[src/rtl/akpe_pkg.sv]
// ----------------------------------------------------------------------------
// akpe_pkg
// shared types, constants and the cordic angle table of the arcsine kernel
// ----------------------------------------------------------------------------
package akpe_pkg;

   localparam int ACC_W   = 40;
   localparam int CFG_W   = 24;
   localparam int KERN_W  = 32;

   // configuration register indexes
   localparam logic [1:0] REG_WEIGHT = 2'd0;
   localparam logic [1:0] REG_BIAS   = 2'd1;
   localparam logic [1:0] REG_VAR    = 2'd2;

   localparam logic [CFG_W-1:0] CFG_ONE = 24'd65536;

   // pair queue
   localparam int QUEUE_DEPTH = 4;
   localparam int QPTR_W      = 2;
   localparam int QCNT_W      = 3;
   localparam logic [QCNT_W-1:0] QUEUE_FULL = 3'd4;

   localparam logic [24:0] HALF_PI_Q24 = 25'd26353589;
   localparam logic [30:0] A_ONE       = 31'h40000000;

   typedef struct packed {
      logic signed [ACC_W-1:0] dot;
      logic [ACC_W-1:0]        norm_x;
      logic [ACC_W-1:0]        norm_y;
      logic                    sat;
   } pair_type;

   typedef struct packed {
      logic              valid;
      logic [QCNT_W-1:0] count;
   } qstat_type;

   typedef enum logic [3:0] {
      ST_IDLE,
      ST_MUL,
      ST_SQRT,
      ST_NUM,
      ST_DEN_A,
      ST_DEN_B,
      ST_SHIFT,
      ST_ROOT_S,
      ST_CMP,
      ST_DIV,
      ST_ROOT_X,
      ST_CSET,
      ST_CORDIC,
      ST_KERN
   } state_type;

   // atan(2^-i) in q.24 for the first steps, 2^(24-i) after
   function automatic logic [24:0] cordic_angle(input logic [4:0] i);
      logic [24:0] r;
      case (i)
         5'd0:    r = 25'd13176795;
         5'd1:    r = 25'd7778716;
         5'd2:    r = 25'd4110060;
         5'd3:    r = 25'd2086331;
         5'd4:    r = 25'd1047214;
         5'd5:    r = 25'd524117;
         5'd6:    r = 25'd262123;
         5'd7:    r = 25'd131069;
         default: r = 25'd1 << (5'd24 - i);
      endcase
      return r;
   endfunction

endpackage

[src/rtl/akpe_front.sv]
// ----------------------------------------------------------------------------
// akpe_front
// streaming accumulator: products per word, saturating sums, pair hand-off
// ----------------------------------------------------------------------------
module akpe_front #(
   parameter int COMPONENT_WIDTH = 16
) (
   input  logic                              clock,
   input  logic                              reset,
   input  logic                              req_valid,
   output logic                              req_ready,
   input  logic signed [COMPONENT_WIDTH-1:0] req_x_component,
   input  logic signed [COMPONENT_WIDTH-1:0] req_y_component,
   input  logic                              req_last_component,
   input  akpe_pkg::qstat_type               qstat,
   output logic                              push_valid,
   output akpe_pkg::pair_type                push_data
);

   localparam int PW    = 2 * COMPONENT_WIDTH;
   localparam int SUM_W = (PW + 2 > 42) ? PW + 2 : 42;
   localparam int AW    = akpe_pkg::ACC_W;

   logic                 s1_valid_ff;
   logic                 s1_last_ff;
   logic signed [PW-1:0] s1_xy_ff, s1_xx_ff, s1_yy_ff;

   logic signed [AW-1:0] dot_ff, dot_in;
   logic [AW-1:0]        nx_ff, nx_in, ny_ff, ny_in;
   logic                 sat_ff, sat_in;

   logic [SUM_W-1:0]     d_sum, p_sum, q_sum;
   logic                 d_ovf, p_ovf, q_ovf;
   logic [SUM_W-AW:0]    d_top;
   logic                 req_fire;

   assign req_fire  = req_valid && req_ready;
   // one last word may still sit in the product stage
   assign req_ready = ({1'b0, qstat.count} + {{akpe_pkg::QCNT_W{1'b0}}, s1_valid_ff && s1_last_ff})
                      < (akpe_pkg::QCNT_W + 1)'(akpe_pkg::QUEUE_DEPTH);

   always_ff @(posedge clock) begin
      if (reset) begin
         s1_valid_ff <= 1'b0;
      end else begin
         s1_valid_ff <= req_fire;
      end
      if (req_fire) begin
         s1_last_ff <= req_last_component;
         s1_xy_ff   <= req_x_component * req_y_component;
         s1_xx_ff   <= req_x_component * req_x_component;
         s1_yy_ff   <= req_y_component * req_y_component;
      end
   end

   always_comb begin
      d_sum = {{(SUM_W-AW){dot_ff[AW-1]}}, dot_ff} + {{(SUM_W-PW){s1_xy_ff[PW-1]}}, s1_xy_ff};
      p_sum = {{(SUM_W-AW){1'b0}}, nx_ff} + {{(SUM_W-PW){1'b0}}, s1_xx_ff};
      q_sum = {{(SUM_W-AW){1'b0}}, ny_ff} + {{(SUM_W-PW){1'b0}}, s1_yy_ff};
      d_top = d_sum[SUM_W-1:AW-1];
      d_ovf = !((&d_top) || !(|d_top));
      p_ovf = |p_sum[SUM_W-1:AW];
      q_ovf = |q_sum[SUM_W-1:AW];

      if (d_ovf) begin
         dot_in = d_sum[SUM_W-1] ? {1'b1, {(AW-1){1'b0}}} : {1'b0, {(AW-1){1'b1}}};
      end else begin
         dot_in = d_sum[AW-1:0];
      end
      nx_in  = p_ovf ? {AW{1'b1}} : p_sum[AW-1:0];
      ny_in  = q_ovf ? {AW{1'b1}} : q_sum[AW-1:0];
      sat_in = sat_ff || d_ovf || p_ovf || q_ovf;

      push_valid       = s1_valid_ff && s1_last_ff;
      push_data.dot    = dot_in;
      push_data.norm_x = nx_in;
      push_data.norm_y = ny_in;
      push_data.sat    = sat_in;
   end

   always_ff @(posedge clock) begin
      if (reset) begin
         dot_ff <= '0;
         nx_ff  <= '0;
         ny_ff  <= '0;
         sat_ff <= 1'b0;
      end else if (s1_valid_ff) begin
         if (s1_last_ff) begin
            dot_ff <= '0;
            nx_ff  <= '0;
            ny_ff  <= '0;
            sat_ff <= 1'b0;
         end else begin
            dot_ff <= dot_in;
            nx_ff  <= nx_in;
            ny_ff  <= ny_in;
            sat_ff <= sat_in;
         end
      end
   end

endmodule

[config.mk]
export PLATFORM = sky130hd
export DESIGN_NAME = akpe_front
export DESIGN_NICKNAME = d
export VERILOG_FILES = /design/src/rtl/akpe_pkg.sv /design/src/rtl/akpe_front.sv
export SDC_FILE = /design/constraint.sdc
export NUM_CORES = 2
export LEC_CHECK = 0
export BUFFER_PORTS_ARGS = -buffer_cell sky130_fd_sc_hd__buf_2
export CAP_MARGIN = 20
export CORE_AREA = 2 2 320 291
export CTS_CLUSTER_DIAMETER = 150
export CTS_CLUSTER_SIZE = 20
export DETAILED_ROUTE_END_ITERATION = 6
export DIE_AREA = 0 0 322 293
export GPL_TIMING_DRIVEN = 0
export SYNTH_ARGS = -nofsm -noshare
export SYNTH_HDL_FRONTEND = slang
export SYNTH_SLANG_ARGS = --single-unit
[constraint.sdc]
create_clock -name clock -period 8.69 [get_ports clock]
set_input_delay 0.4345 -clock clock [delete_from_list [all_inputs] [get_ports clock]]
set_output_delay 0.4345 -clock clock [all_outputs]
set_load 0.02 [all_outputs]
==> impl_metrics.toml <==
[global_routing]
grt_max_degree = 64
globalRoute.totalOverflow = 0
globalRouteMet2Util_pct = 39.4
grt_busiest_layer = "met2"
grt_pass1_vias = 31800
antenna_found_initial = 4
met1_usage_in_global_routing_pct = 35.5
grt.total_usage_pct = 25.1
grt_first_pass_wirelength_um = 181000
globalRouteMet3Util_pct = 5.40

[setup_path]
crit_type = "primary input to flop"
worst_endpoint_required_time_ps = 8890
endpoint_kind = "flop"
critPathMaxFanout = 9
worstPathArrival_ps = 8580
worst_setup_path_start_kind = "primary input"

[placed_design]
dp.cells = 5821
dp_worst_setup_slack_ps = -204
dp_hpwl_um = 96200
gp_routability_congestion = 0.925
portBuffers = 151

[cts]
htree_levels = 1
cts_buffer_depth = 3
insertion_delay_ps = 550
tritoncts.num_buffers = 15
tritoncts = "yes"
worst_setup_hold_path_clk_slew_ps = 100
cts.root.buffer_cell = "clkbuf_16"
cts_hold_buf = 0
cts.sink_count = 217
setup_fix_buffers_added_after_clock_tree_synthesis = 0

[timing]
grt_setup_unrepaired = "false"
slew_viol_final = 0
fin_crit_sh_pct = 96.4
finalCriticalPeriod_ps = 8380
max_slew.worst_pin.slew_ps = 1180
final-hold-violation-count = 0
fmax_ghz = 0.119
slew_headroom_pct = 21.5
setup_violations = 0
setup_slack_ps = 312
finClkSkew_ps = 44.6

[detailed_routing]
drtAntennaViolNets = 0
drc = 0
vias_per_cell = 5.31
starting_drt_drc_count = 2168
wire_per_inst_um = 19.8
detailroute.via_count = 31100
detailedRoute.firstPassIterationCount = 7
total_detailed_routing_wirelength_um = 116000

[yosys]
ys.flop_type = "dfxtp_1"
synth.top_cell.area_share_pct = 36.0
post_synth_design_cell_area_um2 = 40700
netlist_instances = 4492
synth_compound_area_share_pct = 11.3
postSynthNetCount = 5626
synth_simple_gate_area_share_pct = 13.1
synthDominantAreaCellType = "fa_1"
async_flop_share_pct = 0
yosysSeqAreaShare_pct = 13.0
synth_edf_count = 95
avgSynthCellArea_um2 = 9.06
yosysWarningCount = 0
fraction_of_synthesized_area_in_multiplexers_pct = 0.314
largest_family_of_logic_cells_by_synthesized_area = "adder cells"
postSynthRegisterBits = 217
netlist_top_cells_area = "fa_1 (36%), ha_1 (11%), inv_1 (8.8%)"
synth_adder_area_share_pct = 47.1
synthXorXnorAreaFrac_pct = 4.69
ys_types = 81

[floorplan]
chipHeight_um = 293
placement_rows = 105
core_region_area_um2 = 90600
die-width_um = 322
ios = 163
initial_utilization_pct = 44.9
die-area_um2 = 94300

[flow_run]
maxCapViolations = 0

[run_status]
run_status = "completed"

[finish]
nNetsFinal = 5795
num-fill-cells = 8899
stdcell_count = 5847
n_antenna_cell = 0
post_route_cells_drive_above_1_share_pct = 4.78
area_delta_synth_final_pct = 6.65

[min_path]
hold_class = "primary input to flop"
[final cells by class]
type	instances	area (um2)	area share, %
inverters	962	3610	8.32
repair buffers	152	783	1.80
clock inverters	4	38.8	0.0894
multi-input cells	3146	31200	71.8
well taps	1177	1470	3.39
clock buffers	22	402	0.925
plain buffers	167	648	1.49
flip-flops and latches	217	5300	12.2
[per-stage QoR]
stage	hold slack (ps)	utilization, %	setup TNS [ps]	instance area (um2)
final	54.9	47.9	0	43400
after global routing	47.8	47.9	0	43400
after CTS	37.0	47.9	0	43400
after detailed placement	452	47.4	-204	43000
after global placement	440	47.4	-309	42900
after floorplan	433	-	0	40700
[cell usage after synthesis, types with 42 or more instances]
master and number:
a21o_1 96, nand2_1 449, o21ai_0 115, fa_1 731
a21oi_1 181, ha_1 363, xnor2_1 155, nor2b_1 42
nor2_1 203, dfxtp_1 122, and2_1 211, xor2_1 63
nand3_1 49, a22o_1 52, clkbuf_1 157, edfxtp_1 95
inv_1 954
[final timing paths]
| kind | from | end | slack [ps] | cells past startpoint |
|---|---|---|---|---|
| hold / removal | req_last_component | s1_last_ff | 50 | 1 |
| hold reg to reg | sat_ff | sat_ff | 460 | 2 |
| setup / recovery | req_x_component[3] | s1_xx_ff[31] | 310 | 20 |
| setup reg to reg | s1_xy_ff[3] | dot_ff[10] | 3950 | 12 |
[flip-flops by register name (all words and copies together), names as in the netlist]
register and cells:
dot_ff 40, nx_ff 40, ny_ff 40, s1_last_ff 1, s1_valid_ff 1, s1_xx_ff 31, s1_xy_ff 32, s1_yy_ff 31
sat_ff 1
[placed cells by master (no fill, tap or decap), types with 153 or more instances in the layout]
cell type    n
a21oi_1    181
and2_1     210
buf_2      153
clkbuf_1   164
fa_1       731
ha_1       363
inv_1      954
nand2_1    449
nor2_1     203
xnor2_1    155
[worst max-delay path, cell delays in order]
cell and delay [ps]:
clkbuf_1 580, clkinv_1 760, nor2_1 430, fa_1 610, fa_1 570, fa_1 440
fa_1 510, fa_1 490, inv_1 50, fa_1 470, inv_1 40, ha_1 260
a2111oi_0 830, o21ai_0 360, a21oi_1 300, nand3b_1 170, a31oi_1 120, a41o_1 290
o41ai_1 380, xnor2_1 460
[kinds of logic after synthesis]
| family | Yosys count |
|---|---|
| DFF | 217 |
| muxes | 12 |
| AOI/OAI and AO/OA | 700 |
| adders and majority gates | 1094 |
| buffers and inverters | 1129 |
| and+or+nand+nor | 1122 |
| xor gates and xnor gates | 218 |
[timing repair]
item,CTS,global route
resized for setup,0,1
setup endpoints to repair,0,1
endpoints found under the hold margin,0,0
[metal layers]
layer  vias to the layer above  share of wire [%]
li1                      14500                  -
met4                         4                2.6
met2                       867                 45
met3                       121                8.1
met5                         -              0.018
met1                     15600                 45
Power is not shown: default switching activity piles up to over one toggle a cycle in this logic, so the estimate is an artifact.
