## src/rtl/akpe_pkg.sv

```systemverilog
// ----------------------------------------------------------------------------
// akpe_pkg
// shared types, constants and the cordic angle table of the arcsine kernel
// ----------------------------------------------------------------------------
package akpe_pkg;

   localparam int ACC_W   = 40;
   localparam int CFG_W   = 24;
   localparam int KERN_W  = 32;

   // configuration register indexes
   localparam logic [1:0] REG_WEIGHT = 2'd0;
   localparam logic [1:0] REG_BIAS   = 2'd1;
   localparam logic [1:0] REG_VAR    = 2'd2;

   localparam logic [CFG_W-1:0] CFG_ONE = 24'd65536;

   // pair queue
   localparam int QUEUE_DEPTH = 4;
   localparam int QPTR_W      = 2;
   localparam int QCNT_W      = 3;
   localparam logic [QCNT_W-1:0] QUEUE_FULL = 3'd4;

   localparam logic [24:0] HALF_PI_Q24 = 25'd26353589;
   localparam logic [30:0] A_ONE       = 31'h40000000;

   typedef struct packed {
      logic signed [ACC_W-1:0] dot;
      logic [ACC_W-1:0]        norm_x;
      logic [ACC_W-1:0]        norm_y;
      logic                    sat;
   } pair_type;

   typedef struct packed {
      logic              valid;
      logic [QCNT_W-1:0] count;
   } qstat_type;

   typedef enum logic [3:0] {
      ST_IDLE,
      ST_MUL,
      ST_SQRT,
      ST_NUM,
      ST_DEN_A,
      ST_DEN_B,
      ST_SHIFT,
      ST_ROOT_S,
      ST_CMP,
      ST_DIV,
      ST_ROOT_X,
      ST_CSET,
      ST_CORDIC,
      ST_KERN
   } state_type;

   // atan(2^-i) in q.24 for the first steps, 2^(24-i) after
   function automatic logic [24:0] cordic_angle(input logic [4:0] i);
      logic [24:0] r;
      case (i)
         5'd0:    r = 25'd13176795;
         5'd1:    r = 25'd7778716;
         5'd2:    r = 25'd4110060;
         5'd3:    r = 25'd2086331;
         5'd4:    r = 25'd1047214;
         5'd5:    r = 25'd524117;
         5'd6:    r = 25'd262123;
         5'd7:    r = 25'd131069;
         default: r = 25'd1 << (5'd24 - i);
      endcase
      return r;
   endfunction

endpackage

```

## src/rtl/akpe_queue.sv

```systemverilog
// ----------------------------------------------------------------------------
// akpe_queue
// short fifo of finished pair sums between the front and back ends
// ----------------------------------------------------------------------------
module akpe_queue (
   input  logic                clock,
   input  logic                reset,
   input  logic                push_valid,
   input  akpe_pkg::pair_type  push_data,
   input  logic                pop,
   output akpe_pkg::qstat_type qstat,
   output akpe_pkg::pair_type  pop_data
);

   akpe_pkg::pair_type               entries_ff [akpe_pkg::QUEUE_DEPTH];
   logic [akpe_pkg::QPTR_W-1:0]      wr_ptr_ff, rd_ptr_ff;
   logic [akpe_pkg::QCNT_W-1:0]      count_ff, count_in;
   logic                             do_pop;

   assign do_pop      = pop && (count_ff != '0);
   assign qstat.valid = (count_ff != '0);
   assign qstat.count = count_ff;
   assign pop_data    = entries_ff[rd_ptr_ff];

   always_comb begin
      count_in = count_ff;
      if (push_valid && !do_pop) begin
         count_in = count_ff + 1'b1;
      end else if (!push_valid && do_pop) begin
         count_in = count_ff - 1'b1;
      end
   end

   always_ff @(posedge clock) begin
      if (reset) begin
         wr_ptr_ff <= '0;
         rd_ptr_ff <= '0;
         count_ff  <= '0;
      end else begin
         count_ff <= count_in;
         if (push_valid) begin
            wr_ptr_ff <= wr_ptr_ff + 1'b1;
         end
         if (do_pop) begin
            rd_ptr_ff <= rd_ptr_ff + 1'b1;
         end
      end
      if (push_valid) begin
         entries_ff[wr_ptr_ff] <= push_data;
      end
   end

`ifndef ASSERT_OFF
   a_no_overflow: assert property (@(posedge clock) disable iff (reset)
      push_valid |-> (count_ff != akpe_pkg::QUEUE_FULL || do_pop))
      else $error("pair pushed into a full queue");

   a_count_bound: assert property (@(posedge clock) disable iff (reset)
      count_ff <= akpe_pkg::QUEUE_FULL)
      else $error("queue count out of range");
`endif

endmodule

```

## config.mk

```make
export PLATFORM = sky130hd
export DESIGN_NAME = akpe_queue
export DESIGN_NICKNAME = d
export VERILOG_FILES = /design/src/rtl/akpe_pkg.sv /design/src/rtl/akpe_queue.sv
export SDC_FILE = /design/constraint.sdc
export NUM_CORES = 1
export LEC_CHECK = 0
export ABC_AREA = 0
export ABC_CLOCK_PERIOD_IN_PS = 10260
export BUFFER_PORTS_ARGS = -buffer_cell sky130_fd_sc_hd__buf_4
export CORE_MARGIN = 4
export CORE_UTILIZATION = 60
export CTS_CLUSTER_DIAMETER = 80
export DETAILED_ROUTE_END_ITERATION = 12
export PLACE_DENSITY = 0.83
export SLEW_MARGIN = 20
export SYNTH_ARGS = -nofsm -noshare
export SYNTH_HDL_FRONTEND = slang
export SYNTH_SLANG_ARGS = --single-unit
```

## constraint.sdc

```tcl
create_clock -name clock -period 10.26 [get_ports clock]
set_clock_uncertainty 0.1 [all_clocks]
set_input_delay 3.078 -clock clock [delete_from_list [all_inputs] [get_ports clock]]
set_output_delay 3.078 -clock clock [all_outputs]
set_load 0.005 [all_outputs]
```

==> impl_metrics.csv, run 1 <==
group,metric,value,unit
status,status,"completed",
pwr,swShare,23.6,%
clock_tree,post-cts-setup-buffers,0,
clock_tree,cts-root-buf,"clkbuf_16",
sta,setup_tns,0,ns
worst_setup_path,r2r_slack,7.50,ns
worst_setup_path,critPathArrivalTime,3.10,ns
job,cap_violations,0,
sta,period_share,61.2,%
grt,grt_pass1_wl,52300,um
detailed_routing,dr.pass1.iters,4,
yosys,synth.yosys.warnings,0,
die,io_pins,250,
detailed_routing,remaining_drc_errors,0,
detailed_routing,drtIter0Drc,602,
clock_tree,cts_htree_levels,2,
sta,rsz0062_at_grt,"false",
clock_tree,cts_hold_buf,0,
yosys,ys_seq_area_share,81.8,%
pwr,seq_power_share,47.1,%
die,die_area,32800,um2
worst_hold_path,holdPathStages,2,
worst_setup_path,reg2reg_depth,4,
grt,antenna_found_initial,1,
cells_and_area,fillers,1662,
yosys,avgSynthCellArea,26.6,um2
sta,slew_violations,0,
die,die_w,181,um
die,initial_core_util,60.7,%
cells_and_area,final_common_cell,"edfxtp_1",
grt,grt_usage,20.7,%
cells_and_area,drive_above_1_share,45.8,%
clock_tree,insertion_delay,0.52,ns
pwr,p_leak,7.24,nW
pwr,p_int,3.91,mW
pwr,power,5.11,mW
detailed_routing,routed_wl,33600,um
cells_and_area,nets,1083,
cells_and_area,syn_to_final_growth,20.3,%
worst_setup_path,crit_type,"register to output pin",
clock_tree,clock_sinks,493,
grt,grt_pass1_vias,8583,
die,coreArea,29600,um2
sta,hold_violations,0,
cells_and_area,diodes,0,
worst_setup_path,r2r-end,"entries_ff[0][11]",
clock_tree,cts_resized,0,
sta,maxSlewHeadroom,27.5,%
die,row_count,63,
place,place_inst,1293,
yosys,synth_seq_cells,493,
worst_setup_path,r2r_start,"wr_ptr_ff[0]",
grt,grt_overflow,0,
cells_and_area,final_cell_mix,"edfxtp_1, buf_4, mux4_2",
place,place_congestion,0.739,
yosys,syn_nets,806,
die,die_h,181,um
pwr,power_switching,1.21,mW
worst_setup_path,crit_fanout,46,
detailed_routing,wl_per_cell,24.3,um
grt,grt_max_degree,78,
pwr,clockPowerShare,32.8,%
detailed_routing,drtAntennaViolNets,0,
clock_tree,clock_path_buffers,3,
cells_and_area,fin_cells,1380,
sta,tightest_slew,1.09,ns
worst_setup_path,crit_end,"pop_data[18]",
worst_hold_path,min_path_type,"register to register",
clock_tree,cts_tree,"done",
pwr,vdd_drop_max,0.000292,V
pwr,p_comb_share,20.1,%
clock_tree,cts_made_buffers,47,
worst_setup_path,end_kind,"output pin",
yosys,synthCells,675,
sta,timing.final.ws_setup,3.99,ns
sta,setup_viol,0,
detailed_routing,vias_per_cell,5.80,
detailed_routing,vias,8004,
worst_setup_path,setup.worst_path.start_class,"register",
yosys,synth.distinct_cells,22,
place,dp_hpwl,19900,um
worst_setup_path,required,7.08,ns
clock_tree,clkTransAtPathRegs,0.06,ns
sta,min_period,6.27,ns
pwr,power.density,236,nW/um2
place,pre_cts_slack,4.45,ns
place,numPortBuffers,249,
yosys,synth_area,18000,um2
sta,timing.fmax,159,MHz
[layout make-up]
type,instances,area (um2),area share (%)
Clock inverter,36,334,1.54
Tap cell,390,488,2.25
Inverter,3,11.3,0.0520
Sequential cell,493,14700,68.0
Multi-Input combinational cell,151,2970,13.7
Timing Repair Buffer,256,1930,8.90
Clock buffer,51,1190,5.50
[power groups by stage]
stage	clock (mW)	combinational, mW	sequential (mW)
after global placement	0	1.03	2.45
after global routing	1.81	1.11	2.42
after CTS	1.71	1.05	2.41
after detailed placement	0	1.04	2.46
final	1.68	1.03	2.41
after floorplan	0	0.692	2.39
[kinds of logic (layout without fill, tap and decap cells)]
group | count (synthesis) | count (layout) | synth area share, %
compound gates | 4 | 4 | 0.146
xor+xnor | 5 | 5 | 0.243
fa+ha+maj | 6 | 6 | 0.459
buf+inv | 31 | 346 | 1.72
flops | 493 | 493 | 81.8
mux | 123 | 123 | 15.3
simple gates | 13 | 13 | 0.355
[registers in the layout, summed over array words and instances, names as in the netlist, named ones only]
name,flops
wr_ptr_ff,2
entries_ff,484
rd_ptr_ff,2
count_ff,3
[worst max-delay path: stages (launching register included)]
cell	delay (ns)
dfxtp_4	0.86
buf_4	0.83
mux4_2	0.63
buf_4	0.16
[layer usage]
layer	global-route usage, %	wire length, um	vias up
met3	6.87	3370	37
li1	-	-	3467
met4	3.51	435	2
met5	0	14	-
met1	29.1	13000	4161
met2	33.0	16800	337
[synthesized netlist by cell type]
library cell,instances,area share [%]
nor2_1,7,0.15
clkbuf_1,2,0.042
buf_4,3,0.13
xnor2_1,1,0.049
buf_6,1,0.063
o311ai_0,1,0.049
mux4_2,121,15
and2_1,4,0.14
dfxtp_1,9,1.0
xor2_1,4,0.19
buf_1,3,0.063
mux2i_1,2,0.11
buf_12,10,1.1
o31ai_1,1,0.042
fa_1,1,0.11
inv_1,3,0.063
ha_1,5,0.35
edfxtp_1,484,81
a21oi_1,1,0.028
or3_1,2,0.070
o21ai_0,1,0.028
buf_2,9,0.25
[per-stage QoR]
step / area [um2] / hold slack [ns] / utilization (%)
6_report: 21600 / 0.434 / 73.0
5_1_grt: 21600 / 0.495 / 73.0
4_1_cts: 21600 / 0.439 / 73.0
3_5_place_dp: 20100 / 0.414 / 67.9
3_3_place_gp: 20100 / 0.410 / 67.9
2_1_floorplan: 18000 / 0.385 / -
[worst min path at each step]
stage	start	end	slack, ns
finish	rd_ptr_ff[0]	rd_ptr_ff[0]	0.43
global route	count_ff[2]	count_ff[2]	0.49
CTS	rd_ptr_ff[0]	rd_ptr_ff[0]	0.44
detailed placement	rd_ptr_ff[0]	rd_ptr_ff[0]	0.41
global placement	rd_ptr_ff[0]	rd_ptr_ff[0]	0.41
floorplan	rd_ptr_ff[1]	register	0.38
(Power assumes the default switching activity.)
==> run 2: changes to the inputs <==
- ABC_CLOCK_PERIOD_IN_PS: 10260 -> 5410
- CORE_UTILIZATION: 60 -> 51
- PLACE_DENSITY: 0.83 -> 0.75
- clock period: 10.26 -> 5.41 ns (I/O delays scaled with it)
==> impl_metrics.csv, run 2 (synthesis results as in run 1) <==
group,metric,value,unit
status,status,"completed",
place,place_congestion,0.731,
pwr,p_int,7.50,mW
sta,rsz0062_at_grt,"false",
die,coreArea,34600,um2
worst_hold_path,holdPathStages,2,
worst_setup_path,critPathArrivalTime,2.56,ns
detailed_routing,vias_per_cell,5.52,
clock_tree,cts_htree_levels,2,
worst_setup_path,crit_chain,"buf_4, mux4_2, buf_4",
worst_setup_path,cpMaxStageDelayCell,"dfxtp_4",
worst_setup_path,required,3.69,ns
clock_tree,cts_resized,0,
sta,setup_tns,0,ns
grt,grt_pass1_vias,8772,
grt,grt_max_degree,80,
cells_and_area,nets,1096,
cells_and_area,final_common_cell,"edfxtp_1",
detailed_routing,drtAntennaViolNets,0,
clock_tree,cts-root-buf,"clkbuf_16",
clock_tree,insertion_delay,0.54,ns
sta,timing.fmax,233,MHz
pwr,power_switching,2.27,mW
pwr,power,9.77,mW
clock_tree,clock_path_buffers,3,
sta,setup_viol,0,
pwr,swShare,23.2,%
grt,grt_pass1_wl,52100,um
place,dp_hpwl,20200,um
worst_hold_path,min_path_type,"register to register",
worst_setup_path,crit_fanout,38,
place,numPortBuffers,249,
detailed_routing,routed_wl,33900,um
pwr,p_leak,7.35,nW
worst_setup_path,path_depth,3,
detailed_routing,remaining_drc_errors,0,
worst_setup_path,cpPeakStageDelay,0.90,ns
worst_setup_path,end_kind,"output pin",
place,place_inst,1369,
sta,maxSlewHeadroom,31.8,%
pwr,p_comb_share,20.5,%
detailed_routing,met1Wirelength,14300,um
cells_and_area,largest_registers,"entries_ff (484), count_ff (3)",
clock_tree,clock_sinks,493,
worst_setup_path,reg2reg_depth,7,
cells_and_area,fin_cells,1455,
sta,hold_violations,0,
cells_and_area,final_cell_mix,"edfxtp_1, buf_4, mux4_2",
grt,grt_usage,17.7,%
clock_tree,cts_tree,"done",
worst_setup_path,crit_path_frequent_cell,"buf_4",
worst_setup_path,crit_type,"register to output pin",
detailed_routing,dr.pass1.iters,4,
detailed_routing,drtIter0Drc,391,
die,io_pins,250,
sta,slew_violations,0,
die,row_count,68,
pwr,seq_power_share,46.7,%
clock_tree,cts_hold_buf,0,
sta,period_share,79.3,%
grt,antenna_found_initial,0,
cells_and_area,largest_register_ffs,484,
die,initial_core_util,51.9,%
cells_and_area,drive_above_1_share,46.1,%
clock_tree,cts_made_buffers,49,
clock_tree,clkTransAtPathRegs,0.06,ns
detailed_routing,met3WireLength,2450,um
worst_setup_path,critPathTopFamily,"flip-flops",
cells_and_area,diodes,0,
die,die_area,38300,um2
worst_setup_path,crit_buf_inv,2,
sta,min_period,4.29,ns
detailed_routing,vias,8033,
detailed_routing,wl_per_cell,23.3,um
cells_and_area,syn_to_final_growth,21.8,%
sta,tightest_slew,1.02,ns
die,die_h,196,um
worst_setup_path,setup.worst_path.start_class,"register",
detailed_routing,met2_length,16600,um
die,die_w,196,um
job,cap_violations,0,
grt,grt_overflow,0,
pwr,power.density,446,nW/um2
detailed_routing,top_layer,"met4",
pwr,clockPowerShare,32.8,%
pwr,vdd_drop_max,0.000333,V
clock_tree,post-cts-setup-buffers,0,
cells_and_area,largest_register,"entries_ff",
==> run 2: cell count changes in the layout (fill, tap and decap cells not counted) <==
cell | previous run | this run
buf_6 | 1 | 0
bufinv_16 | 5 | 3
clkbuf_8 | 0 | 2
clkinv_2 | 4 | 5
inv_6 | 3 | 1
buf_4 | 255 | 260
clkbuf_1 | 4 | 11
clkbuf_16 | 47 | 51
clkinvlp_4 | 8 | 2
buf_12 | 0 | 7
clkinv_1 | 13 | 8
==> run 2: final cells by class <==
cell class	instances	area [um2]
Sequential cell	493	14700
Fill cell	2288	12700
Multi-Input combinational cell	151	2970
Timing Repair Buffer	267	2090
Clock buffer	64	1350
Tap cell	455	569
Clock inverter	22	198
Inverter	3	11.3
==> run 2: worst paths after layout <==
path	startpoint	to	slack, ns
min reg2reg	rd_ptr_ff[1]	rd_ptr_ff[1]	0.44
min	rd_ptr_ff[1]	rd_ptr_ff[1]	0.44
max	register	pop_data[62]	1.12
max reg2reg	count_ff[0]	count_ff[2]	3.12
==> run 2: metal layers <==
layer | global-route usage (%) | vias to the layer above
li1 | - | 3506
met1 | 24.9 | 4241
met2 | 28.3 | 245
met3 | 4.74 | 41
met4 | 4.19 | 0
met5 | 0 | -
==> run 2: power by group through the flow <==
stage | Clock (mW) | Sequential [mW] | Combinational (mW)
6_report | 3.20 | 4.57 | 2.00
2_1_floorplan | 0 | 4.54 | 1.31
3_5_place_dp | 0 | 4.66 | 2.04
5_1_grt | 3.46 | 4.60 | 2.15
4_1_cts | 3.29 | 4.58 | 2.05
3_3_place_gp | 0 | 4.65 | 2.03
==> run 2: worst min-delay path: cells and delay by family, from the launching register on <==
kind / cells / cell delay [ns]
flops: 1 / 0.32
simple gates: 1 / 0.11
xor+xnor: 1 / 0.07
==> run 2: stage by stage <==
stage               setup slack, ns  area, um2  hold WS [ns]  utilization [%]
floorplan                     0.416      18000         0.385                -
global placement               1.61      20400         0.405             58.8
detailed placement             1.59      20400         0.418             58.8
CTS                           0.990      21900         0.448             63.3
global route                  0.893      21900         0.484             63.3
finish                         1.12      21900         0.440             63.3
==> run 3: changes to the inputs <==
- ABC_AREA: 0 -> 1
- ABC_CLOCK_PERIOD_IN_PS: 5410 -> 4300
- CORE_UTILIZATION: 51 -> 57
- PLACE_DENSITY: 0.75 -> 0.79
- clock period: 5.41 -> 4.3 ns (I/O delays scaled with it)
==> impl_metrics.csv, run 3 <==
group,metric,value,unit
status,status,"completed",
cells_and_area,final_cell_mix,"edfxtp_1, buf_4, nor2_1",
cells_and_area,drive_above_1_share,22.4,%
yosys,yosys.area.top_type,"edfxtp_1",
cells_and_area,largest_register_ffs,484,
place,numPortBuffers,249,
yosys,synth_edf_count,484,
clock_tree,clock_sinks,493,
yosys,syn_nets,1363,
place,dp_hpwl,22200,um
sta,setup_viol,0,
detailed_routing,remaining_drc_errors,0,
pwr,power.density,547,nW/um2
yosys,synth_ff_type,"edfxtp_1",
detailed_routing,vias_per_cell,5.77,
worst_setup_path,setup.worst_path.start_class,"register",
sta,period_share,90.4,%
clock_tree,cts-root-buf,"clkbuf_16",
job,cap_violations,0,
yosys,yosys-top-cells-count,"edfxtp_1, nor2_1, o21ai_0",
detailed_routing,dr.pass1.iters,7,
detailed_routing,drtAntennaViolNets,0,
yosys,synth.distinct_cells,20,
pwr,p_leak,7.69,nW
grt,grt_usage,21.6,%
die,row_count,65,
die,initial_core_util,58.0,%
worst_setup_path,critPathArrivalTime,2.50,ns
detailed_routing,vias,11000,
die,die_w,187,um
worst_setup_path,required,2.91,ns
clock_tree,cts_made_buffers,47,
yosys,yosysTopAreaCellShare,79.3,%
cells_and_area,final_common_cell,"edfxtp_1",
detailed_routing,wl_per_cell,20.5,um
worst_setup_path,r2r_slack,2.27,ns
yosys,synth_most_common_cell,"edfxtp_1",
cells_and_area,largest_registers,"entries_ff (484), count_ff (3)",
sta,rsz0062_at_grt,"false",
sta,tightest_slew,0.706,ns
detailed_routing,routed_wl,39100,um
worst_setup_path,r2r_start,"wr_ptr_ff[0]",
yosys,avgSynthCellArea,14.9,um2
sta,min_period,3.89,ns
worst_setup_path,crit_end,"pop_data[67]",
yosys,ys_seq_area_share,80.2,%
cells_and_area,syn_to_final_growth,19.7,%
worst_setup_path,crit_fanout,75,
die,die_area,35100,um2
worst_setup_path,r2r-end,"entries_ff[2][43]",
clock_tree,cts_resized,0,
die,die_h,187,um
worst_setup_path,crit_type,"register to output pin",
die,coreArea,31600,um2
grt,antenna_found_initial,1,
worst_setup_path,end_kind,"output pin",
yosys,synthTopCellsByArea,"edfxtp_1, o21ai_0, nor2_1, o22ai_1, dfxtp_1",
worst_setup_path,reg2reg_depth,5,
clock_tree,insertion_delay,0.53,ns
place,place_congestion,0.741,
grt,grt_overflow,0,
pwr,vdd_drop_max,0.000424,V
sta,timing.hold.ws,0.417,ns
grt,grt_pass1_vias,11100,
yosys,synthArstFlopShare,0,%
yosys,synth.yosys.warnings,0,
clock_tree,cts_tree,"done",
sta,timing.fmax,257,MHz
yosys,synthCells,1232,
grt,grt_pass1_wl,60300,um
cells_and_area,largest_register,"entries_ff",
die,io_pins,250,
cells_and_area,nets,1601,
sta,maxSlewHeadroom,52.9,%
clock_tree,post-cts-setup-buffers,0,
detailed_routing,drtIter0Drc,1045,
sta,hold_violations,0,
yosys,synth_area,18300,um2
clock_tree,clkTransAtPathRegs,0.06,ns
yosys,synth_seq_cells,493,
sta,slew_violations,0,
clock_tree,cts_htree_levels,2,
clock_tree,clock_path_buffers,3,
sta,setup_tns,0,ns
clock_tree,cts_hold_buf,0,
grt,grt_max_degree,129,
worst_hold_path,min_path_type,"register to register",
==> run 3: routing by layer <==
metal / track usage (%) / vias to the layer above / part of all wire [%] / routed length, um
met1: 28.5 / 5363 / 39 / 15400
met3: 5.66 / 91 / 9.3 / 3650
met5: 0 / - / 0.028 / 11
met4: 6.88 / 2 / 3.0 / 1180
met2: 35.8 / 425 / 48 / 18800
li1: - / 5126 / - / -
==> run 3: worst min path at each step <==
stage                 start        to  slack, ns  cells after the start
6_report       rd_ptr_ff[1]  register       0.42                      2
5_1_grt        rd_ptr_ff[1]  register       0.43                      2
4_1_cts        rd_ptr_ff[1]  register       0.41                      2
3_5_place_dp   rd_ptr_ff[1]  register       0.39                      2
3_3_place_gp   rd_ptr_ff[1]  register       0.37                      2
2_1_floorplan  rd_ptr_ff[1]  register       0.36                      2
==> run 3: critical path, cell delays in order (launching register included) <==
cell and delay (ns):
dfxtp_4 0.65, buf_4 0.64, o21ai_0 0.21, o22ai_1 0.27, buf_4 0.16
==> run 3: cell type report <==
cell class	instances	area [um2]
antenna	1	2.50
clock buffer	65	1290
clock inverter	20	121
fill	2068	9690
inverter	16	86.3
multi-input combinational	644	3100
sequential	493	14700
tap	402	503
timing repair buffer	268	2120
==> run 3: cell families after synthesis <==
group	count (synthesis)	share of synthesized area [%]
xor gates and xnor gates	1	0.0478
adders and majority gates	6	0.450
and+or+nand+nor	266	5.47
buffers and inverters	95	2.84
DFF	493	80.2
AOI/OAI and AO/OA	371	11.0
==> run 3: per-stage QoR <==
| stage | power [mW] | instance area (um2) | cells | setup slack (ns) | util, % |
|---|---|---|---|---|---|
| after floorplan | 7.07 | 18300 | 1232 | 0.0700 | - |
| after global placement | 8.25 | 20500 | 1823 | 1.02 | 64.9 |
| after detailed placement | 8.33 | 20500 | 1823 | 0.966 | 64.9 |
| after CTS | 12.1 | 21900 | 1908 | 0.392 | 69.4 |
| after global routing | 12.5 | 21900 | 1908 | 0.220 | 69.4 |
| final | 12.0 | 21900 | 1909 | 0.411 | 69.4 |
==> run 3: report_power, final <==
| group | internal, mW | switching (mW) |
|---|---|---|
| Combinational | 1.11 | 1.50 |
| Sequential | 5.51 | 0.104 |
| Clock | 2.15 | 1.63 |
