$ cat src/rtl/akpe_pkg.sv
// ----------------------------------------------------------------------------
// akpe_pkg
// shared types, constants and the cordic angle table of the arcsine kernel
// ----------------------------------------------------------------------------
package akpe_pkg;

   localparam int ACC_W   = 40;
   localparam int CFG_W   = 24;
   localparam int KERN_W  = 32;

   // configuration register indexes
   localparam logic [1:0] REG_WEIGHT = 2'd0;
   localparam logic [1:0] REG_BIAS   = 2'd1;
   localparam logic [1:0] REG_VAR    = 2'd2;

   localparam logic [CFG_W-1:0] CFG_ONE = 24'd65536;

   // pair queue
   localparam int QUEUE_DEPTH = 4;
   localparam int QPTR_W      = 2;
   localparam int QCNT_W      = 3;
   localparam logic [QCNT_W-1:0] QUEUE_FULL = 3'd4;

   localparam logic [24:0] HALF_PI_Q24 = 25'd26353589;
   localparam logic [30:0] A_ONE       = 31'h40000000;

   typedef struct packed {
      logic signed [ACC_W-1:0] dot;
      logic [ACC_W-1:0]        norm_x;
      logic [ACC_W-1:0]        norm_y;
      logic                    sat;
   } pair_type;

   typedef struct packed {
      logic              valid;
      logic [QCNT_W-1:0] count;
   } qstat_type;

   typedef enum logic [3:0] {
      ST_IDLE,
      ST_MUL,
      ST_SQRT,
      ST_NUM,
      ST_DEN_A,
      ST_DEN_B,
      ST_SHIFT,
      ST_ROOT_S,
      ST_CMP,
      ST_DIV,
      ST_ROOT_X,
      ST_CSET,
      ST_CORDIC,
      ST_KERN
   } state_type;

   // atan(2^-i) in q.24 for the first steps, 2^(24-i) after
   function automatic logic [24:0] cordic_angle(input logic [4:0] i);
      logic [24:0] r;
      case (i)
         5'd0:    r = 25'd13176795;
         5'd1:    r = 25'd7778716;
         5'd2:    r = 25'd4110060;
         5'd3:    r = 25'd2086331;
         5'd4:    r = 25'd1047214;
         5'd5:    r = 25'd524117;
         5'd6:    r = 25'd262123;
         5'd7:    r = 25'd131069;
         default: r = 25'd1 << (5'd24 - i);
      endcase
      return r;
   endfunction

endpackage

$ cat src/rtl/akpe_back.sv
// ----------------------------------------------------------------------------
// akpe_back
// per-pair evaluation: shift-add multiplier, root, divider and cordic
// ----------------------------------------------------------------------------
module akpe_back (
   input  logic                     clock,
   input  logic                     reset,
   input  akpe_pkg::qstat_type      qstat,
   input  akpe_pkg::pair_type       pair_data,
   output logic                     pair_pop,
   input  logic [23:0]              weight_scale,
   input  logic [23:0]              bias_offset,
   input  logic [23:0]              output_variance,
   output logic                     rsp_valid,
   input  logic                     rsp_ready,
   output logic signed [31:0]       rsp_kernel_value,
   output logic                     rsp_arg_clamped,
   output logic                     rsp_acc_saturated
);

   akpe_pkg::state_type state_ff, state_in, ret_ff, ret_in;
   logic [4:0]          cnt_ff, cnt_in;
   akpe_pkg::pair_type  pair_ff, pair_in;

   logic [63:0]         mul_a_ff, mul_a_in, mul_p_ff, mul_p_in;
   logic [31:0]         mul_b_ff, mul_b_in;
   logic [63:0]         sq_v_ff, sq_v_in, sq_r_ff, sq_r_in, sq_bit_ff, sq_bit_in;
   logic                neg_ff, neg_in;
   logic [47:0]         nmag_ff, nmag_in, n_ff, n_in;
   logic [48:0]         den_a_ff, den_a_in, den_b_ff, den_b_in;
   logic [31:0]         s_ff, s_in, rem_ff, rem_in;
   logic [29:0]         quo_ff, quo_in;
   logic [30:0]         a_ff, a_in;
   logic                clamp_ff, clamp_in;
   logic signed [33:0]  cx_ff, cx_in, cy_ff, cy_in;
   logic signed [27:0]  cz_ff, cz_in;

   logic                rsp_valid_ff, rsp_valid_in;
   logic signed [31:0]  kern_ff;
   logic                clamp_out_ff, sat_out_ff;
   logic                out_load;
   logic signed [31:0]  kern_val;

   logic [63:0]         mul_sum, sq_t, sq_v_next, sq_r_next;
   logic                sq_ge, div_ge, sha, shb;
   logic [32:0]         rem2;
   logic [31:0]         rem_next;
   logic [29:0]         quo_next;
   logic [39:0]         dmag;
   logic signed [49:0]  numv;
   logic signed [33:0]  cdx, cdy;
   logic signed [27:0]  cstep, cz_next;
   logic [24:0]         angle, mag;

   assign mul_sum   = mul_p_ff + (mul_b_ff[0] ? mul_a_ff : 64'd0);
   assign sq_t      = sq_r_ff + sq_bit_ff;
   assign sq_ge     = sq_v_ff >= sq_t;
   assign sq_v_next = sq_ge ? sq_v_ff - sq_t : sq_v_ff;
   assign sq_r_next = sq_ge ? (sq_r_ff >> 1) + sq_bit_ff : sq_r_ff >> 1;
   assign rem2      = {rem_ff, 1'b0};
   assign div_ge    = rem2 >= {1'b0, s_ff};
   assign rem_next  = div_ge ? 32'(rem2 - {1'b0, s_ff}) : rem2[31:0];
   assign quo_next  = {quo_ff[28:0], div_ge};
   assign cdx       = cy_ff >>> cnt_ff;
   assign cdy       = cx_ff >>> cnt_ff;
   assign cstep     = $signed({3'b0, akpe_pkg::cordic_angle(cnt_ff)});
   assign sha       = |den_a_ff[48:32];
   assign shb       = |den_b_ff[48:32];
   assign dmag      = pair_data.dot[39] ? 40'(-pair_data.dot) : pair_data.dot;

   assign rsp_valid         = rsp_valid_ff;
   assign rsp_kernel_value  = kern_ff;
   assign rsp_arg_clamped   = clamp_out_ff;
   assign rsp_acc_saturated = sat_out_ff;

   always_comb begin
      state_in  = state_ff;
      ret_in    = ret_ff;
      cnt_in    = cnt_ff;
      pair_in   = pair_ff;
      mul_a_in  = mul_a_ff;
      mul_b_in  = mul_b_ff;
      mul_p_in  = mul_p_ff;
      sq_v_in   = sq_v_ff;
      sq_r_in   = sq_r_ff;
      sq_bit_in = sq_bit_ff;
      neg_in    = neg_ff;
      nmag_in   = nmag_ff;
      n_in      = n_ff;
      den_a_in  = den_a_ff;
      den_b_in  = den_b_ff;
      s_in      = s_ff;
      rem_in    = rem_ff;
      quo_in    = quo_ff;
      a_in      = a_ff;
      clamp_in  = clamp_ff;
      cx_in     = cx_ff;
      cy_in     = cy_ff;
      cz_in     = cz_ff;
      pair_pop  = 1'b0;
      out_load  = 1'b0;
      numv      = '0;
      cz_next   = cz_ff;
      angle     = '0;
      mag       = mul_p_ff[48:24];
      kern_val  = '0;

      case (state_ff)
         akpe_pkg::ST_IDLE: begin
            if (qstat.valid) begin
               pair_pop = 1'b1;
               pair_in  = pair_data;
               clamp_in = 1'b0;
               mul_a_in = {24'd0, dmag};
               mul_b_in = {8'd0, weight_scale};
               mul_p_in = '0;
               cnt_in   = '0;
               ret_in   = akpe_pkg::ST_NUM;
               state_in = akpe_pkg::ST_MUL;
            end
         end
         akpe_pkg::ST_MUL: begin
            mul_p_in = mul_sum;
            mul_a_in = mul_a_ff << 1;
            mul_b_in = mul_b_ff >> 1;
            cnt_in   = cnt_ff + 5'd1;
            if (cnt_ff == 5'd31) begin
               state_in = ret_ff;
            end
         end
         akpe_pkg::ST_SQRT: begin
            sq_v_in   = sq_v_next;
            sq_r_in   = sq_r_next;
            sq_bit_in = sq_bit_ff >> 2;
            cnt_in    = cnt_ff + 5'd1;
            if (cnt_ff == 5'd31) begin
               state_in = ret_ff;
            end
         end
         akpe_pkg::ST_NUM: begin
            // signed numerator w*dot + b, then sign and magnitude
            numv = (pair_ff.dot[39] ? -$signed({3'b0, mul_p_ff[62:16]})
                                    : $signed({3'b0, mul_p_ff[62:16]}))
                   + $signed({18'd0, bias_offset, 8'd0});
            neg_in   = numv[49];
            nmag_in  = numv[49] ? 48'(-numv) : numv[47:0];
            mul_a_in = {24'd0, pair_ff.norm_x};
            mul_b_in = {8'd0, weight_scale};
            mul_p_in = '0;
            ret_in   = akpe_pkg::ST_DEN_A;
            state_in = akpe_pkg::ST_MUL;
         end
         akpe_pkg::ST_DEN_A: begin
            den_a_in = {1'b0, mul_p_ff[63:16]} + {17'd0, bias_offset, 8'd0} + 49'h1000000;
            mul_a_in = {24'd0, pair_ff.norm_y};
            mul_b_in = {8'd0, weight_scale};
            mul_p_in = '0;
            ret_in   = akpe_pkg::ST_DEN_B;
            state_in = akpe_pkg::ST_MUL;
         end
         akpe_pkg::ST_DEN_B: begin
            den_b_in = {1'b0, mul_p_ff[63:16]} + {17'd0, bias_offset, 8'd0} + 49'h1000000;
            n_in     = nmag_ff;
            state_in = akpe_pkg::ST_SHIFT;
         end
         akpe_pkg::ST_SHIFT: begin
            // even shifts bring each factor below 2^32; n drops by half the sum
            if (sha || shb) begin
               den_a_in = sha ? den_a_ff >> 2 : den_a_ff;
               den_b_in = shb ? den_b_ff >> 2 : den_b_ff;
               n_in     = (sha && shb) ? n_ff >> 2 : n_ff >> 1;
            end else begin
               mul_a_in = {32'd0, den_a_ff[31:0]};
               mul_b_in = den_b_ff[31:0];
               mul_p_in = '0;
               ret_in   = akpe_pkg::ST_ROOT_S;
               state_in = akpe_pkg::ST_MUL;
            end
         end
         akpe_pkg::ST_ROOT_S: begin
            sq_v_in   = mul_p_ff;
            sq_r_in   = '0;
            sq_bit_in = 64'h4000000000000000;
            ret_in    = akpe_pkg::ST_CMP;
            state_in  = akpe_pkg::ST_SQRT;
         end
         akpe_pkg::ST_CMP: begin
            s_in = sq_r_ff[31:0];
            if (n_ff < {16'd0, sq_r_ff[31:0]}) begin
               rem_in   = n_ff[31:0];
               quo_in   = '0;
               state_in = akpe_pkg::ST_DIV;
            end else begin
               clamp_in = n_ff > {16'd0, sq_r_ff[31:0]};
               a_in     = akpe_pkg::A_ONE;
               mul_a_in = {33'd0, akpe_pkg::A_ONE};
               mul_b_in = {1'b0, akpe_pkg::A_ONE};
               mul_p_in = '0;
               ret_in   = akpe_pkg::ST_ROOT_X;
               state_in = akpe_pkg::ST_MUL;
            end
         end
         akpe_pkg::ST_DIV: begin
            rem_in = rem_next;
            quo_in = quo_next;
            cnt_in = cnt_ff + 5'd1;
            if (cnt_ff == 5'd29) begin
               cnt_in   = '0;
               a_in     = {1'b0, quo_next};
               mul_p_in = '0;
               state_in = akpe_pkg::ST_MUL;
               if (quo_next == '0) begin
                  // zero argument, zero angle
                  mul_a_in = '0;
                  mul_b_in = {8'd0, output_variance};
                  ret_in   = akpe_pkg::ST_KERN;
               end else begin
                  mul_a_in = {34'd0, quo_next};
                  mul_b_in = {2'd0, quo_next};
                  ret_in   = akpe_pkg::ST_ROOT_X;
               end
            end
         end
         akpe_pkg::ST_ROOT_X: begin
            sq_v_in   = 64'h1000000000000000 - mul_p_ff;
            sq_r_in   = '0;
            sq_bit_in = 64'h4000000000000000;
            ret_in    = akpe_pkg::ST_CSET;
            state_in  = akpe_pkg::ST_SQRT;
         end
         akpe_pkg::ST_CSET: begin
            cx_in    = $signed({2'b0, sq_r_ff[31:0]});
            cy_in    = $signed({3'b0, a_ff});
            cz_in    = '0;
            state_in = akpe_pkg::ST_CORDIC;
         end
         akpe_pkg::ST_CORDIC: begin
            if (cy_ff > 34'sd0) begin
               cx_in   = cx_ff + cdx;
               cy_in   = cy_ff - cdy;
               cz_next = cz_ff + cstep;
            end else begin
               cx_in   = cx_ff - cdx;
               cy_in   = cy_ff + cdy;
               cz_next = cz_ff - cstep;
            end
            cz_in  = cz_next;
            cnt_in = cnt_ff + 5'd1;
            if (cnt_ff == 5'd23) begin
               if (cz_next < 28'sd0) begin
                  angle = '0;
               end else if (cz_next > $signed({3'b0, akpe_pkg::HALF_PI_Q24})) begin
                  angle = akpe_pkg::HALF_PI_Q24;
               end else begin
                  angle = cz_next[24:0];
               end
               cnt_in   = '0;
               mul_a_in = {39'd0, angle};
               mul_b_in = {8'd0, output_variance};
               mul_p_in = '0;
               ret_in   = akpe_pkg::ST_KERN;
               state_in = akpe_pkg::ST_MUL;
            end
         end
         akpe_pkg::ST_KERN: begin
            mag = 25'((mul_p_ff + 64'h800000) >> 24);
            if (nmag_ff == '0) begin
               kern_val = '0;
            end else if (neg_ff) begin
               kern_val = -$signed({7'd0, mag});
            end else begin
               kern_val = $signed({7'd0, mag});
            end
            if (!rsp_valid_ff || rsp_ready) begin
               out_load = 1'b1;
               state_in = akpe_pkg::ST_IDLE;
            end
         end
         default: begin
            state_in = akpe_pkg::ST_IDLE;
         end
      endcase

      rsp_valid_in = out_load || (rsp_valid_ff && !rsp_ready);
   end

   always_ff @(posedge clock) begin
      if (reset) begin
         state_ff     <= akpe_pkg::ST_IDLE;
         ret_ff       <= akpe_pkg::ST_IDLE;
         cnt_ff       <= '0;
         rsp_valid_ff <= 1'b0;
      end else begin
         state_ff     <= state_in;
         ret_ff       <= ret_in;
         cnt_ff       <= cnt_in;
         rsp_valid_ff <= rsp_valid_in;
      end
   end

   always_ff @(posedge clock) begin
      pair_ff   <= pair_in;
      mul_a_ff  <= mul_a_in;
      mul_b_ff  <= mul_b_in;
      mul_p_ff  <= mul_p_in;
      sq_v_ff   <= sq_v_in;
      sq_r_ff   <= sq_r_in;
      sq_bit_ff <= sq_bit_in;
      neg_ff    <= neg_in;
      nmag_ff   <= nmag_in;
      n_ff      <= n_in;
      den_a_ff  <= den_a_in;
      den_b_ff  <= den_b_in;
      s_ff      <= s_in;
      rem_ff    <= rem_in;
      quo_ff    <= quo_in;
      a_ff      <= a_in;
      clamp_ff  <= clamp_in;
      cx_ff     <= cx_in;
      cy_ff     <= cy_in;
      cz_ff     <= cz_in;
      if (out_load) begin
         kern_ff      <= kern_val;
         clamp_out_ff <= clamp_ff;
         sat_out_ff   <= pair_ff.sat;
      end
   end

`ifndef ASSERT_OFF
   a_div_rem: assert property (@(posedge clock) disable iff (reset)
      (state_ff == akpe_pkg::ST_DIV) |-> (rem_ff < s_ff))
      else $error("divider remainder not below divisor");

   a_arg_range: assert property (@(posedge clock) disable iff (reset)
      (state_ff == akpe_pkg::ST_CORDIC) |-> (a_ff <= akpe_pkg::A_ONE && a_ff != '0))
      else $error("cordic argument outside (0, 1]");
`endif

endmodule

$ cat config.mk
export PLATFORM = sky130hd
export DESIGN_NAME = akpe_back
export DESIGN_NICKNAME = d
export VERILOG_FILES = /design/src/rtl/akpe_pkg.sv /design/src/rtl/akpe_back.sv
export SDC_FILE = /design/constraint.sdc
export NUM_CORES = 2
export LEC_CHECK = 0
export BUFFER_PORTS_ARGS = -buffer_cell sky130_fd_sc_hd__clkbuf_2
export CAP_MARGIN = 30
export CORE_ASPECT_RATIO = 1.25
export CORE_MARGIN = 10
export CORE_UTILIZATION = 58
export DETAILED_ROUTE_END_ITERATION = 6
export PLACE_DENSITY = 0.8
export SLEW_MARGIN = 20
export SYNTH_ARGS = -nofsm -noshare
export SYNTH_HDL_FRONTEND = slang
export SYNTH_SLANG_ARGS = --single-unit
$ cat constraint.sdc
create_clock -name clock -period 9.4 [get_ports clock]
set_input_delay 1.88 -clock clock [delete_from_list [all_inputs] [get_ports clock]]
set_output_delay 1.88 -clock clock [all_outputs]
set_load 0.03 [all_outputs]
==> summary.md <==
| Metric | Value |
|---|---|
| DR WL/cell | `24.8 um` |
| Clk buf depth | `3` |
| DRC viols | `17` |
| Yosys warns | `0` |
| Vias per cell | `~6.7` |
| Sequential area share after synthesis | `0.375` |
| Util after Layout | `0.635` |
| Commonest non-fill, non-tap cells in the layout | `857 x nand2_1, 852 x edfxtp_1, 624 x nor2_1, 582 x o21ai_0, 493 x a21oi_1` |
| Post-detailed-routing wire length | `230 mm` |
| Mapped Cells | `7539` |
| Buffers on Ports | `232` |
| TritonCTS clock tree | `done` |
| HP Class | `reg -> reg` |
| Commonest non-fill, non-tap cell in the layout | `nand2_1` |
| Crit path cell chain | `inv_1 -> ha_1 -> o31a_1 -> nor3_1 -> nand4b_1 -> or4_1 -> nor2_1 -> nand3_1 -> o21ai_0 -> o21ai_0 -> o41a_1 -> ha_1 -> inv_1 -> nor2_1 -> nor2_1 -> o21bai_1 -> a2111o_1 -> a31oi_1 -> nand3_1 -> o211ai_1 -> a31oi_1 -> buf_4 -> o31ai_1 -> o2111ai_1` |
| Slowest Stage Delay on Critical Path | `~0.8 ns` |
| Htree depth | `3` |
| Fin. max-slew vios | `0` |
| Dpl hpwl | `between 150 and 200 mm` |
| Sink Count | `866` |
| Worst Path Class, Setup | `reg -> reg` |
| Yosys cell types | `108` |
| Initial antenna violation count | `3` |
| Total grt overflow | `0` |
| Synth area leader | `edfxtp_1` |
| Post-synth ARST share | `0` |
| Area of the multi-input gates | `roughly 40000 um^2` |
| Worst Setup Start Kind | `register` |
| Num rows | `141` |
| Synth top area share | `0.370` |
| Syn_area_per_cell | `between 9 and 10 um^2` |
| Global-route total usage across every layer | `0.331` |
| Achievable frequency | `121 MHz` |
| Layout cells sized above 1 | `0.0994` |
| Buf+Inv Stages, Crit Path | `3` |
| Post-Synthesis Cell Area | `69100 um^2` |
| Worst Clk Skew | `0.0829 ns` |
| Worst-margin pin slew | `1.09 ns` |
| Fill cells | `9672` |
| Period utilisation layout | `0.877` |
| TritonCTS Buffers | `94` |
| Vias post-DR | `62100` |
| Slowest cell on crit path | `dfxtp_4` |
| Final Cell Area | `75100 um^2` |
| Reg2reg start | `cnt_ff[0]` |
| Setup Buffers After CTS | `0` |
| EDFF count, synth | `852` |
| Setup TNS | `0 ns` |
| CTS Hold Bufs | `0` |
| Crit path DAT | `8.71 ns` |
| Clock latency on the worst-skew pair | `about 0.77 ns` |
| Clock-pin slew on the worst setup and hold paths | `~0.070 ns` |
| Worst path required time | `9.87 ns` |
| DR iter-0 viols | `7744` |
| Post_cts resized | `0` |
| Slew headroom | `0.253` |
| Endpoints failing setup | `0` |
| Tmin final | `8.24 ns` |
| Top FF cell, synth | `edfxtp_1` |
| Placed Area | `71800 um^2` |
| Leakage | `0.0298 uW` |
| Clock root buffer | `clkbuf_16` |
| Die Footprint | `133000 um^2` |
| Io pins | `236` |
| Placer congestion estimate | `1.03` |
| Initial core utilization | `0.584` |
| Max-cap violations | `0` |
| Pwr Density | `267 nW/um^2` |
| CP startpoint | `cnt_ff[0]` |
| Crit-path max FO | `47` |
| Max IR drop VDD | `211 uV` |
| Top post-synthesis cells by area | `edfxtp_1 37%, ha_1 7.9%, nand2_1 4.7%, xnor2_1 4.5%, o21ai_0 4.2%` |
| FF/Latch Area | `roughly 26000 um^2` |
| Hold path start | `clamp_ff` |
| Family with the most delay on the worst path | `compound AO/OA/AOI/OAI gates` |
| Routed Antenna Nets | `0` |
| Syn Nets | `8185` |
| Die Wd | `329 um` |
| RSZ-0062 raised after global routing | `no` |
| CP endpoint kind | `register` |
| P&R area growth vs syn | `8.74%` |
| Vias in the first global route | `roughly 60000` |
| Status | `complete, but fails checks` |
| Pin count of the biggest net entering global routing | `92` |
| Yosys reg bits | `866` |
| DR pass1 iterations | `7` |
| Crit-path most repeated cell | `nor2_1` |
| Vert. Die Dim | `slightly above 400 um` |
| First-pass GRT wire length | `346 mm` |
| Core area | `118000 um^2` |
| Final Hold Viols | `0` |
| Net total in the final layout | `between 8000 and 9000` |
| Failing checks | `design-rule violations` |
## logic make-up (layout without fill, tap and decap cells)
logic type                 after synthesis  in the layout  share of synthesized area
AOI/OAI and AO/OA                     2125           2125                      0.197
DFF                                    866            866                      0.375
other                                    0              2                          0
muxes                                  224            224                     0.0482
xor gates and xnor gates               629            629                     0.0801
adders and majority gates              446            446                     0.0817
buffers and inverters                  609            754                     0.0346
and+or+nand+nor                       2640           2640                      0.184
## flip-flops by register name, summed over array words and instances (netlist names), 4 cells and up
register / count
s_ff: 32
cz_ff: 28
cy_ff: 34
pair_ff: 82
a_ff: 31
sq_v_ff: 64
n_ff: 48
mul_b_ff: 32
cnt_ff: 5
rem_ff: 32
sq_bit_ff: 32
quo_ff: 29
mul_a_ff: 64
cx_ff: 34
state_ff: 4
den_a_ff: 49
mul_p_ff: 64
ret_ff: 4
sq_r_ff: 64
rsp_kernel_value: 32
den_b_ff: 49
nmag_ff: 48
## metrics by stage
| stage | setup WS [ns] | cells | hold WS [ns] | total power (uW) |
|---|---|---|---|---|
| 6_report | 1.16 | 9259 | 0.419 | 20000 |
| 5_1_grt | 0.389 | 9257 | 0.427 | 21000 |
| 4_1_cts | 1.38 | 9254 | 0.419 | 19700 |
| 3_5_place_dp | 1.41 | 9078 | 0.405 | 15800 |
| 3_3_place_gp | 1.58 | 9074 | 0.403 | 15600 |
| 2_1_floorplan | 1.67 | 7539 | 0.400 | 12900 |
## per-layer routing
metal / routed length, um / track usage
met1: 84700 / 0.405
met2: 107000 / 0.540
met3: 22300 / 0.0593
met4: 16100 / 0.204
met5: 9 / 0
## synthesized netlist by cell type (all sizes together), types with 79 or more instances
cell	instances
nand2	863
edfxtp	852
nor2	635
o21ai	592
a21oi	495
ha	438
xnor2	356
clkbuf	303
xor2	273
inv	225
a21o	189
nor3	174
and2	160
nand3	159
a31oi	117
mux2i	105
nand4	88
a211oi	87
and3	85
mux4	83
o31ai	83
buf	81
nor4	81
nand2b	79
## path summary, 6_finish.rpt
kind | cells after the start | to | slack [ns]
setup / recovery | 24 | mul_a_ff[20] | 1.16
setup reg to reg | 24 | mul_a_ff[20] | 1.16
hold / removal | 0 | rsp_arg_clamped | 0.42
hold reg to reg | 0 | rsp_arg_clamped | 0.42
## worst reg2reg max path: stages (launching register included)
cell	delay, ns
dfxtp_4	0.79
inv_1	0.23
ha_1	0.51
o31a_1	0.41
nor3_1	0.67
nand4b_1	0.31
or4_1	0.70
nor2_1	0.37
nand3_1	0.18
o21ai_0	0.20
o21ai_0	0.10
o41a_1	0.18
ha_1	0.38
inv_1	0.19
nor2_1	0.07
nor2_1	0.10
o21bai_1	0.08
a2111o_1	0.47
a31oi_1	0.64
nand3_1	0.14
o211ai_1	0.27
a31oi_1	0.13
buf_4	0.21
o31ai_1	0.47
o2111ai_1	0.17
## report_power, final
group	total, uW	internal (uW)	switching [uW]
sequential	5860	5270	594
clock	3930	2190	1740
combinational	10300	3760	6490
## cell type report
| type | instances | share of cell area |
|---|---|---|
| Timing Repair Buffer | 353 | 0.0284 |
| Multi-Input combinational cell | 6064 | 0.546 |
| Inverter | 225 | 0.0113 |
| Clock buffer | 104 | 0.0321 |
| Clock inverter | 72 | 0.0110 |
| Antenna cell | 2 | 0.0000666 |
| Tap cell | 1573 | 0.0262 |
| Sequential cell | 866 | 0.345 |
(Power assumes the default switching activity.)
